**src/design/mzrt_pkg.sv**
```systemverilog
// shared types and constants of the multi-zone runtime timer
package mzrt_pkg;

	typedef enum logic [1:0] {
		ZM_IDLE  = 2'd0,
		ZM_RUN   = 2'd1,
		ZM_FAULT = 2'd2
	} zmode_t;

	typedef enum logic [2:0] {
		REQ_START    = 3'd0,
		REQ_STOP     = 3'd1,
		REQ_STOP_ALL = 3'd2,
		REQ_TICK     = 3'd3,
		REQ_QUERY    = 3'd4
	} req_t;

	typedef enum logic [1:0] {
		EV_NONE  = 2'd0,
		EV_START = 2'd1,
		EV_STOP  = 2'd2,
		EV_FAULT = 2'd3
	} event_t;

	typedef enum logic [1:0] {
		ST_IDLE = 2'd0,
		ST_EXEC = 2'd1,
		ST_WALK = 2'd2,
		ST_EMIT = 2'd3
	} state_t;

	localparam logic [15:0] DEFAULT_RUNTIME_RST = 16'd600;

endpackage

```
**src/design/multi_zone_runtime_timer.sv**
```systemverilog
// top level of the multi-zone runtime timer: zone table, walk sequencer and output register
//
// Keeps idle/running/fault state and run counters for NUM_ZONES valve zones.
// Input channel (in_valid/in_stall) takes one request beat: req_type, zone,
// run_time, relay_good. Output channel (out_valid/out_stall) returns one or more
// result beats per request, the final one marked by last.
// Start, stop, query and unused codes: the request is executed in ST_EXEC and its
// result beat is loaded into the output register once that register is free.
// Stop-all and tick: the zone table is walked one zone per cycle through a
// single shared adder in ST_WALK, then ST_EMIT scans the stop mask one zone per
// cycle, holding on a stalled output, and reads out one beat per stopped zone,
// or a single zone-0 beat when no zone was stopped.
// in_stall stays high from the taking of a request until its final result beat
// has been loaded into the output register.
// A stalled output beat holds; the block waits for it and loses nothing.
// Reset clears all zones to idle with zero counters and sets default_runtime
// to 600; no clearing pass is needed. cfg_wr_en writes default_runtime and is to be
// used only while the block is idle; the block itself does not enforce this.
module multi_zone_runtime_timer #(
	parameter int NUM_ZONES = 15
) (
	input  logic        clk,
	input  logic        arst_n,
	input  logic        cfg_wr_en,
	input  logic [15:0] cfg_wr_data,
	input  logic        in_valid,
	output logic        in_stall,
	input  logic [2:0]  req_type,
	input  logic [3:0]  zone,
	input  logic [15:0] run_time,
	input  logic        relay_good,
	output logic        out_valid,
	input  logic        out_stall,
	output logic        last,
	output logic [1:0]  event_res,
	output logic [3:0]  event_zone,
	output logic        ok,
	output logic [1:0]  zone_status,
	output logic [15:0] elapsed_out,
	output logic [15:0] requested_out,
	output logic [15:0] starts_out,
	output logic [31:0] total_out,
	output logic [3:0]  active_count
);
	import mzrt_pkg::*;

	localparam int IW = (NUM_ZONES > 1) ? $clog2(NUM_ZONES) : 1;
	localparam logic [IW-1:0] IDX_LAST = IW'(NUM_ZONES - 1);

	state_t state_q, state_d;

	logic [2:0]  op_q;
	logic [3:0]  zone_q;
	logic [15:0] rt_q;
	logic        rok_q;
	logic [15:0] dflt_q;
	logic [3:0]  act_q, act_d;
	logic [IW-1:0] idx_q, idx_d;
	logic [NUM_ZONES-1:0] mask_q, mask_d;

	zmode_t      mode_q  [NUM_ZONES];
	logic [15:0] el_q    [NUM_ZONES];
	logic [15:0] rq_q    [NUM_ZONES];
	logic [15:0] sc_q    [NUM_ZONES];
	logic [31:0] tot_q   [NUM_ZONES];

	logic        out_valid_q;
	logic        last_q;
	logic [1:0]  event_q;
	logic [3:0]  ezone_q;
	logic        ok_q;
	logic [1:0]  status_q;
	logic [15:0] el_out_q;
	logic [15:0] rq_out_q;
	logic [15:0] sc_out_q;
	logic [31:0] tot_out_q;
	logic [3:0]  act_out_q;

	logic        ld_out;
	logic        o_last;
	event_t      o_event;
	logic [3:0]  o_zone;
	logic        o_ok;
	logic [1:0]  o_status;
	logic [15:0] o_el;
	logic [15:0] o_rq;
	logic [15:0] o_sc;
	logic [31:0] o_tot;

	logic        wr_en;
	zmode_t      wr_mode;
	logic [15:0] wr_el;
	logic [15:0] wr_rq;
	logic [15:0] wr_sc;
	logic [31:0] wr_tot;

	logic          accept;
	logic          out_free;
	logic          zvalid;
	logic [IW-1:0] zi;
	logic [IW-1:0] rd_idx;
	zmode_t        m;
	logic [15:0]   el;
	logic [15:0]   rq;
	logic [15:0]   sc;
	logic [31:0]   tot;
	logic [15:0]   el_inc;
	logic [15:0]   add_val;
	logic [31:0]   tot_sum;
	logic [NUM_ZONES-1:0] bit_sel;
	logic [NUM_ZONES-1:0] run_vec;

	assign accept   = in_valid && (state_q == ST_IDLE);
	assign in_stall = (state_q != ST_IDLE);
	assign out_free = !out_valid_q || !out_stall;

	assign zvalid = (zone_q != 4'd0) && (zone_q <= 4'(NUM_ZONES));
	assign zi     = zvalid ? IW'(zone_q - 4'd1) : '0;
	assign rd_idx = (state_q == ST_EXEC) ? zi : idx_q;

	// shared zone datapath
	assign m       = mode_q[rd_idx];
	assign el      = el_q[rd_idx];
	assign rq      = rq_q[rd_idx];
	assign sc      = sc_q[rd_idx];
	assign tot     = tot_q[rd_idx];
	assign el_inc  = (el != 16'hFFFF) ? el + 16'd1 : el;
	assign add_val = (op_q == REQ_TICK) ? el_inc : el;
	assign tot_sum = tot + 32'(add_val);
	assign bit_sel = NUM_ZONES'(1) << idx_q;

	always_comb begin
		for (int i = 0; i < NUM_ZONES; i++) begin
			run_vec[i] = (mode_q[i] == ZM_RUN);
		end
	end

	always_ff @(posedge clk or negedge arst_n) begin
		if (!arst_n) begin
			state_q <= ST_IDLE;
			act_q   <= 4'd0;
			idx_q   <= '0;
			mask_q  <= '0;
			dflt_q  <= DEFAULT_RUNTIME_RST;
		end else begin
			state_q <= state_d;
			act_q   <= act_d;
			idx_q   <= idx_d;
			mask_q  <= mask_d;
			if (cfg_wr_en) begin
				dflt_q <= cfg_wr_data;
			end
		end
	end

	always_ff @(posedge clk) begin
		if (accept) begin
			op_q   <= req_type;
			zone_q <= zone;
			rt_q   <= run_time;
			rok_q  <= relay_good;
		end
	end

	always_ff @(posedge clk or negedge arst_n) begin
		if (!arst_n) begin
			for (int i = 0; i < NUM_ZONES; i++) begin
				mode_q[i] <= ZM_IDLE;
				el_q[i]   <= 16'd0;
				rq_q[i]   <= 16'd0;
				sc_q[i]   <= 16'd0;
				tot_q[i]  <= 32'd0;
			end
		end else if (wr_en) begin
			mode_q[rd_idx] <= wr_mode;
			el_q[rd_idx]   <= wr_el;
			rq_q[rd_idx]   <= wr_rq;
			sc_q[rd_idx]   <= wr_sc;
			tot_q[rd_idx]  <= wr_tot;
		end
	end

	always_comb begin
		state_d  = state_q;
		act_d    = act_q;
		idx_d    = idx_q;
		mask_d   = mask_q;
		wr_en    = 1'b0;
		wr_mode  = m;
		wr_el    = el;
		wr_rq    = rq;
		wr_sc    = sc;
		wr_tot   = tot;
		ld_out   = 1'b0;
		o_last   = 1'b1;
		o_event  = EV_NONE;
		o_zone   = zone_q;
		o_ok     = 1'b0;
		o_status = 2'd0;
		o_el     = 16'd0;
		o_rq     = 16'd0;
		o_sc     = 16'd0;
		o_tot    = 32'd0;

		case (state_q)
			ST_IDLE: begin
				if (accept) begin
					idx_d  = '0;
					mask_d = '0;
					if (req_type == REQ_STOP_ALL || req_type == REQ_TICK) begin
						state_d = ST_WALK;
					end else begin
						state_d = ST_EXEC;
					end
				end
			end
			ST_EXEC: begin
				if (out_free) begin
					ld_out  = 1'b1;
					state_d = ST_IDLE;
					case (op_q)
						REQ_START: begin
							if (zvalid && m == ZM_IDLE) begin
								wr_en = 1'b1;
								if (!rok_q) begin
									wr_mode = ZM_FAULT;
									o_event = EV_FAULT;
								end else begin
									wr_mode = ZM_RUN;
									wr_el   = 16'd0;
									wr_rq   = (rt_q != 16'd0) ? rt_q : dflt_q;
									wr_sc   = sc + 16'd1;
									act_d   = act_q + 4'd1;
									o_event = EV_START;
									o_ok    = 1'b1;
								end
							end
						end
						REQ_STOP: begin
							o_ok = zvalid;
							if (zvalid && m != ZM_IDLE) begin
								wr_en   = 1'b1;
								wr_mode = ZM_IDLE;
								wr_el   = 16'd0;
								wr_tot  = tot_sum;
								o_event = EV_STOP;
								if (m == ZM_RUN) begin
									act_d = act_q - 4'd1;
								end
							end
						end
						REQ_QUERY: begin
							o_ok = zvalid;
							if (zvalid) begin
								o_status = m;
								o_el     = el;
								o_rq     = rq;
								o_sc     = sc;
								o_tot    = tot;
							end
						end
						default: begin
						end
					endcase
				end
			end
			ST_WALK: begin
				if (op_q == REQ_TICK) begin
					if (m == ZM_RUN) begin
						wr_en = 1'b1;
						if (el_inc >= rq) begin
							wr_mode = ZM_IDLE;
							wr_el   = 16'd0;
							wr_tot  = tot_sum;
							mask_d  = mask_q | bit_sel;
							act_d   = act_q - 4'd1;
						end else begin
							wr_el = el_inc;
						end
					end
				end else if (m != ZM_IDLE) begin
					wr_en   = 1'b1;
					wr_mode = ZM_IDLE;
					wr_el   = 16'd0;
					wr_tot  = tot_sum;
					mask_d  = mask_q | bit_sel;
					if (m == ZM_RUN) begin
						act_d = act_q - 4'd1;
					end
				end
				if (idx_q == IDX_LAST) begin
					idx_d   = '0;
					state_d = ST_EMIT;
				end else begin
					idx_d = idx_q + IW'(1);
				end
			end
			ST_EMIT: begin
				o_ok = 1'b1;
				if (mask_q == '0) begin
					o_zone = 4'd0;
					if (out_free) begin
						ld_out  = 1'b1;
						state_d = ST_IDLE;
					end
				end else if ((mask_q & bit_sel) != '0) begin
					o_event = EV_STOP;
					o_zone  = 4'(idx_q) + 4'd1;
					o_last  = ((mask_q & ~bit_sel) == '0);
					if (out_free) begin
						ld_out = 1'b1;
						mask_d = mask_q & ~bit_sel;
						if (o_last) begin
							idx_d   = '0;
							state_d = ST_IDLE;
						end else begin
							idx_d = idx_q + IW'(1);
						end
					end
				end else begin
					idx_d = idx_q + IW'(1);
				end
			end
			default: begin
				state_d = ST_IDLE;
			end
		endcase
	end

	// output register
	always_ff @(posedge clk or negedge arst_n) begin
		if (!arst_n) begin
			out_valid_q <= 1'b0;
		end else if (ld_out) begin
			out_valid_q <= 1'b1;
		end else if (!out_stall) begin
			out_valid_q <= 1'b0;
		end
	end

	always_ff @(posedge clk) begin
		if (ld_out) begin
			last_q    <= o_last;
			event_q   <= o_event;
			ezone_q   <= o_zone;
			ok_q      <= o_ok;
			status_q  <= o_status;
			el_out_q  <= o_el;
			rq_out_q  <= o_rq;
			sc_out_q  <= o_sc;
			tot_out_q <= o_tot;
			act_out_q <= act_d;
		end
	end

	assign out_valid     = out_valid_q;
	assign last          = last_q;
	assign event_res     = event_q;
	assign event_zone    = ezone_q;
	assign ok            = ok_q;
	assign zone_status   = status_q;
	assign elapsed_out   = el_out_q;
	assign requested_out = rq_out_q;
	assign starts_out    = sc_out_q;
	assign total_out     = tot_out_q;
	assign active_count  = act_out_q;

	a_act_matches: assert property (@(posedge clk) disable iff (!arst_n)
		(state_q == ST_IDLE) |-> (act_q == 4'($countones(run_vec))))
		else $error("running-zone count out of step with zone table");

	a_mask_empty_idle: assert property (@(posedge clk) disable iff (!arst_n)
		(state_q == ST_IDLE) |-> (mask_q == '0))
		else $error("stop mask not drained before idle");

	a_mask_zones_idle: assert property (@(posedge clk) disable iff (!arst_n)
		(state_q == ST_EMIT) |-> ((mask_q & run_vec) == '0))
		else $error("stopped zone still running during readout");

	a_act_range: assert property (@(posedge clk) disable iff (!arst_n)
		act_q <= 4'(NUM_ZONES))
		else $error("running-zone count above zone count");

endmodule

```
**config.mk**
```make
export PLATFORM = sky130hd
export DESIGN_NAME = multi_zone_runtime_timer
export DESIGN_NICKNAME = d
export VERILOG_FILES = /design/src/design/mzrt_pkg.sv /design/src/design/multi_zone_runtime_timer.sv
export SDC_FILE = /design/constraint.sdc
export NUM_CORES = 2
export LEC_CHECK = 0
export ABC_CLOCK_PERIOD_IN_PS = 17100
export BUFFER_PORTS_ARGS = -buffer_cell sky130_fd_sc_hd__buf_2
export CORE_ASPECT_RATIO = 1.4
export CORE_MARGIN = 3
export CORE_UTILIZATION = 45
export DETAILED_ROUTE_END_ITERATION = 10
export PLACE_DENSITY = 0.65
export SYNTH_ARGS = -nofsm -noshare
export SYNTH_HDL_FRONTEND = slang
export SYNTH_SLANG_ARGS = --single-unit
```
**constraint.sdc**
```tcl
create_clock -name clk -period 17.1 [get_ports clk]
set_input_delay 0.855 -clock clk [delete_from_list [all_inputs] [get_ports clk]]
set_output_delay 0.855 -clock clk [all_outputs]
set_load 0.1 [all_outputs]
```
Yosys cells after proc, flatten, opt, wreduce, memory -nomap -nowiden
Index checks and enable logic that the tools add are counted.

storage, ports and cells
  output and inout bits = 96
  latch bits = 0
  register bits = 1,390
  bits in writable memories = 0
  input port bits = 45
  bits in read-only memories = 0
  memories = 0
  word-level logic and storage cells = 299

operators by class
  divide/modulo/power cells = 0
  bitwise operators = 7
  multiply operators = 0
  $lt $le $gt $ge = 4
  mux-type cells = 135
  shift-type cells = 1
  reduce and logical (&&, ||, !) cells = 26
  equal/unequal tests = 24
  add/sub/neg operators = 7

operators with widths
  kind                     count
  $bwmux W240              3
  $bwmux W480              1
  $mux W16                 28
  $mux W32                 10
  $bmux W16 S4             3
  $bmux W32 S4             1
  $demux W32 S4            1
  $mux W15                 8
  $mux W4                  20
  $demux W16 S4            1
  $pmux W16 S2             2
  $pmux W32 S2             1
  $mux W2                  25
  $pmux W15 S3             1
  $add A16 B1 Y16 const B  2
  $add A32 B16 Y32         1
  $and A15 B15 Y15         2
  $bwmux W30               1
  $logic_not A15 Y1        2
  $ne A3 B3 Y1 const B     7
  $ge A16 B16 Y1           1
  $ne A16 B16 Y1 const B   1
  $pmux W2 S2              4
  $pmux W4 S2              2
  other kinds (39)         76

Logic depth before layout (Yosys ltp)
  depth after elaboration = 17
  gate-level depth with buffers = 34
  mapped depth without buffers = 26

Worst setup path after synthesis
No wires, ideal clock.

  kind = register to register
  from = register idx_q[0]
  to = register act_out_q[0], in the netlist active_count[0], enable pin
  library setup time = 547 ps
  setup slack = 10,619 ps
  stages on the path, launching flop included = 12
  arrival = 5,933 ps
  data required time = 16,553 ps
  clock period less this slack = 6,481 ps
  buffers on the path = 2
  path through = dfrtp_1 > inv_1 > ha_1 > clkbuf_1 > a22oi_1 > o21ai_0 > nand2_1 > o2111ai_1 > and2_1 > clkbuf_1 > nor2b_1 > nor2_1

on the way
  cells in the longest elaborated chain, start to end = 6

RTL lines
  what                    line                             text
  from (decl)             multi_zone_runtime_timer.sv:58   logic [IW-1:0] idx_q, idx_d;
  from (signal assigned)  multi_zone_runtime_timer.sv:148  idx_q <= idx_d;
  $shl A1 B4 Y15          multi_zone_runtime_timer.sv:130  assign bit_sel = NUM_ZONES'(1) << idx_q;
  $and A15 B15 Y15        multi_zone_runtime_timer.sv:306  end else if ((mask_q & bit_sel) != '0) begin
  $reduce_bool A15 Y1     multi_zone_runtime_timer.sv:306
  $mux W1                 multi_zone_runtime_timer.sv:306
  $mux W1                 multi_zone_runtime_timer.sv:300  if (mask_q == '0) begin
  $pmux W1 S2             multi_zone_runtime_timer.sv:205  case (state_q)
  named net ld_out        multi_zone_runtime_timer.sv:79   logic ld_out;
  to (signal assigned)    multi_zone_runtime_timer.sv:352  act_out_q <= act_d;
  to (decl)               multi_zone_runtime_timer.sv:77   logic [3:0] act_out_q;

The timed path passes the listed nets, and every way through them passes these cells.
A chain may end at the register's enable or synchronous reset.

Final worst setup path
  from = register state_q[1]
  to = register tot_q[338] (netlist name)

on the way
  cells in the longest elaborated chain, start to end = 15
  elaborated cells between the ends (all ways) = 49
  those cells by class = add/sub: 2; order compare: 3; eq/ne: 4; mux: 34; bitwise: 1; reduce/logical: 5

RTL lines
  what                                                      line                                                              text
  from (decl)                                               multi_zone_runtime_timer.sv:50                                    state_t state_q, state_d;
  from (signal assigned)                                    multi_zone_runtime_timer.sv:146                                   state_q <= state_d;
  $eq A2 B1 Y1 *                                            multi_zone_runtime_timer.sv:119                                   assign rd_idx = (state_q == ST_EXEC) ? zi : idx_q;
  $mux W4 *                                                 multi_zone_runtime_timer.sv:119
  $not A4 Y5 (not written as such) *                        multi_zone_runtime_timer.sv:123                                   assign el = el_q[rd_idx];
  $bmux W16 S4 *                                            multi_zone_runtime_timer.sv:123
  $mux W16 (not written as such) * (2 in series)            multi_zone_runtime_timer.sv:123
  named net el[1]                                           multi_zone_runtime_timer.sv:103                                   logic [15:0] el;
  $add A16 B1 Y16 / $ne A16 B16 Y1 (equally long branches)  multi_zone_runtime_timer.sv:127                                   assign el_inc = (el != 16'hFFFF) ? el + 16'd1 : el;
  $mux W16                                                  multi_zone_runtime_timer.sv:127
  $mux W16                                                  multi_zone_runtime_timer.sv:128                                   assign add_val = (op_q == REQ_TICK) ? el_inc : el;
  $add A32 B16 Y32                                          multi_zone_runtime_timer.sv:129                                   assign tot_sum = tot + 32'(add_val);
  $mux W32, on equally long branches                        multi_zone_runtime_timer.sv:271, multi_zone_runtime_timer.sv:241
  $mux W32, on equally long branches                        multi_zone_runtime_timer.sv:269, multi_zone_runtime_timer.sv:221
  $mux W32, on equally long branches                        multi_zone_runtime_timer.sv:268, multi_zone_runtime_timer.sv:218
  $pmux W32 S2 *                                            multi_zone_runtime_timer.sv:205
  $bwmux W480 *                                             multi_zone_runtime_timer.sv:179                                   tot_q[rd_idx] <= wr_tot;
  to (signal, indexed assignment)                           multi_zone_runtime_timer.sv:179
  to (decl)                                                 multi_zone_runtime_timer.sv:65                                    logic [31:0] tot_q [NUM_ZONES];

Mark *: on every way through the listed nets, which the timed path passes. The rest lies on a longest branch. The select of a mux whose other input is x is not followed.

==> results.tsv <==
metric	value	unit
run_status	finished clean	
ioPinCount	141	
hold_viol	0	
nFillCells	12964	
crit_buf_inv	4	
start_util	45.4	%
reg2reg_to	tot_q[338]	
grtUsageTotal	26.1	%
route.detailed.drc	0	
grt_max_degree	212	
path_class	register to register	
r2r_cells	26	
fin_util	49.4	%
numClockSinks	1390	
crit_end	tot_q[338]	
comb_power_share	38.9	%
fin_crit_sh	63.1	%
cts_max_level	4	
fin_area	71500	µm²
synth-seq-area-share	53.9	%
dp_cells	7879	
portBuffers	140	
yosys.cell_types.count	116	
pre_cts_ws	6.52	ns
cp-end-kind	register	
worstPathRequired	17.71	ns
rsz0062_at_grt	false	
dpl-instance-area	67000	µm²
wl_per_cell	24.2	µm
max_freq	0.0927	GHz
syn-num-nets	6376	
p_seq_share	33.6	%
fin_nets	6194	
final_cells	8123	
grt_pass1_vias	48090	
slowest_stage	o21ai_0	
tritoncts	done	
grt_overflow	0	
cp.arrival	11.40	ns
cts_resized	0	
crit_path_start_kind	register	
clk_path_buf_depth	3	
worstMarginPinSlew	1.36	ns
clkTransAtPathRegs	0.06	ns
clock_skew	0.0326	ns
drt-total-wl	196000	µm
synth_seq_cells	1390	
path_max_fanout	41	
area_delta_synth_final	8.95	%
die_h	458	µm
regArea	35400	µm²
grt_antenna_before_repair	3	
layout_commonest_cell	nand2_1	
holdWs	0.106	ns
multi_input_area	27400	µm²
num_vias	48449	
post_cts_buffers	0	
synth_area	65600	µm²
slew_violations	0	
power_leakage	30.1	nW
cp_top_family	compound AO/OA/AOI/OAI gates	
slew_headroom	8.40	%
clock-root-buffer	clkbuf_16	
ant_nets	0	
cts_hold_buf	0	
die_area	151000	µm²
synth-main-ff-cell	dfrtp_1	
crit_cells	26	
synth_edf_count	118	
switching_share	42.0	%
vias_per_cell	5.96	
fin_tns_setup	0	ns
cts_buffers	136	
drive_gt1_share	14.7	%
drtIter0Drc	4593	
netlist_instances	6279	
final_cell_mix	1,346 x nand2_1, 1,268 x dfrtp_1, 741 x o21ai_0	
slowest_delay	0.92	ns
hold_path.class	input port to async pin	
core.rowCount	165	
cp-startpoint	state_q[1]	
die_w	329	µm
globalplace.congestion	0.946	
cell_internal_pwr	6.51	mW
finalWorstSetupSlack	6.31	ns
reg2reg_from	state_q[1]	
insertion_delay	0.79	ns
place_hpwl	116000	µm
core-area	145000	µm²
p_switching	4.71	mW
power_density	157	nW/µm²
p_total	11.2	mW
maxCapViolCount	0	
grt_pass1_wl	300000	µm
synthArstFlopShare	91.5	%
dr.pass1.iters	8	
setup_viol	0	
p_clk_share	27.5	%
reg2reg_slack	6.31	ns
ir_worst_vdd	0.000163	V
yosysWarningCount	0	
period_minus_slack	10.79	ns
syn_area_per_cell	10.5	µm²
routing by layer:
metal | up-vias | global-route usage, % | share of wire (%)
met5 | - | 0 | 0.0066
met3 | 510 | 5.00 | 7.1
met2 | 1860 | 42.9 | 48
met4 | 2 | 11.8 | 4.9
met1 | 24137 | 33.4 | 40
li1 | 21940 | - | -
final cells by class:
cell class	instances	area share, %
Timing Repair Buffer	248	2.29
Inverter	53	0.278
Sequential cell	1390	49.5
Multi-Input combinational cell	4268	38.2
Antenna cell	1	0.00350
Clock buffer	193	5.49
Tap cell	1920	3.36
Clock inverter	50	0.859
synthesized netlist by cell type (51+ instances only):
cell / count / area (µm²)
a22oi_1: 111 / 833
nor2_1: 222 / 833
a21oi_1: 215 / 1080
buf_2: 160 / 801
a211oi_1: 87 / 653
clkbuf_1: 246 / 923
dfrtp_1: 1268 / 31700
edfxtp_1: 118 / 3540
o211a_1: 88 / 881
buf_4: 67 / 503
ha_1: 51 / 638
mux2_2: 76 / 856
o21ai_0: 742 / 3710
o21ai_1: 446 / 2230
mux4_2: 193 / 4350
nand2_1: 1346 / 5050
inv_1: 52 / 195
a31oi_1: 55 / 344
worst register-to-register path, stage by stage, from the launching register on:
cell and delay (ns):
dfrtp_1 0.41, inv_1 0.11, ha_1 0.85, nand2b_4 0.43, o21a_2 0.51, nor2_4 0.45, buf_4 0.75, a22oi_1 0.26
o211ai_2 0.51, ha_1 0.30, inv_1 0.13, nor4_4 0.43, nand2_2 0.19, nor2_1 0.44, nand2_1 0.13, xnor2_1 0.19
ha_1 0.31, nand4_1 0.11, nor4_1 0.31, a21oi_1 0.13, o21ai_0 0.92, a21oi_1 0.33, o21ai_2 0.70, nand2_1 0.42
buf_4 0.37, a21oi_1 0.77, o21ai_0 0.18
how the worst min path moves through the flow:
stage / startpoint / end / slack, ns / cells after the start
6_report: arst_n / mask_q[3] / 0.11 / 1
5_1_grt: arst_n / mask_q[3] / 0.14 / 1
4_1_cts: arst_n / mask_q[11] / 0.15 / 1
3_5_place_dp: tot_q[383] / tot_q[383] / 0.46 / 2
3_3_place_gp: tot_q[466] / tot_q[466] / 0.45 / 2
2_1_floorplan: mode_q[28] / mode_q[28] / 0.44 / 2
cell families (layout without fill, tap and decap cells):
logic type                 count (synthesis)  in the layout  share of synthesized area (%)
AOI/OAI and AO/OA                       2003           2003                           18.6
and+or+nand+nor                         1829           1829                           11.8
DFF                                     1390           1390                           53.9
buffers and inverters                    621            544                           4.87
muxes                                    331            331                           9.10
xor gates and xnor gates                  53             53                          0.753
adders and majority gates                 52             52                           1.00
other                                      0              1                              0
power by group through the flow:
| stage | registers (mW) | logic [mW] | clock network [mW] |
|---|---|---|---|
| floorplan | 4.41 | 2.63 | 0 |
| global placement | 3.82 | 4.30 | 0 |
| detailed placement | 3.83 | 4.31 | 0 |
| CTS | 3.77 | 4.33 | 3.14 |
| global route | 3.80 | 4.61 | 3.28 |
| finish | 3.77 | 4.37 | 3.09 |
registers in the layout, indices dropped and copies added, names as in the netlist, 15 cells and up:
register,count
sc_q,240
rt_q,16
el_q,240
mask_q,15
mode_q,30
dflt_q,16
total_out,32
requested_out,16
rq_q,240
elapsed_out,16
starts_out,16
tot_q,480
Power figures use the tool's default switching activity.
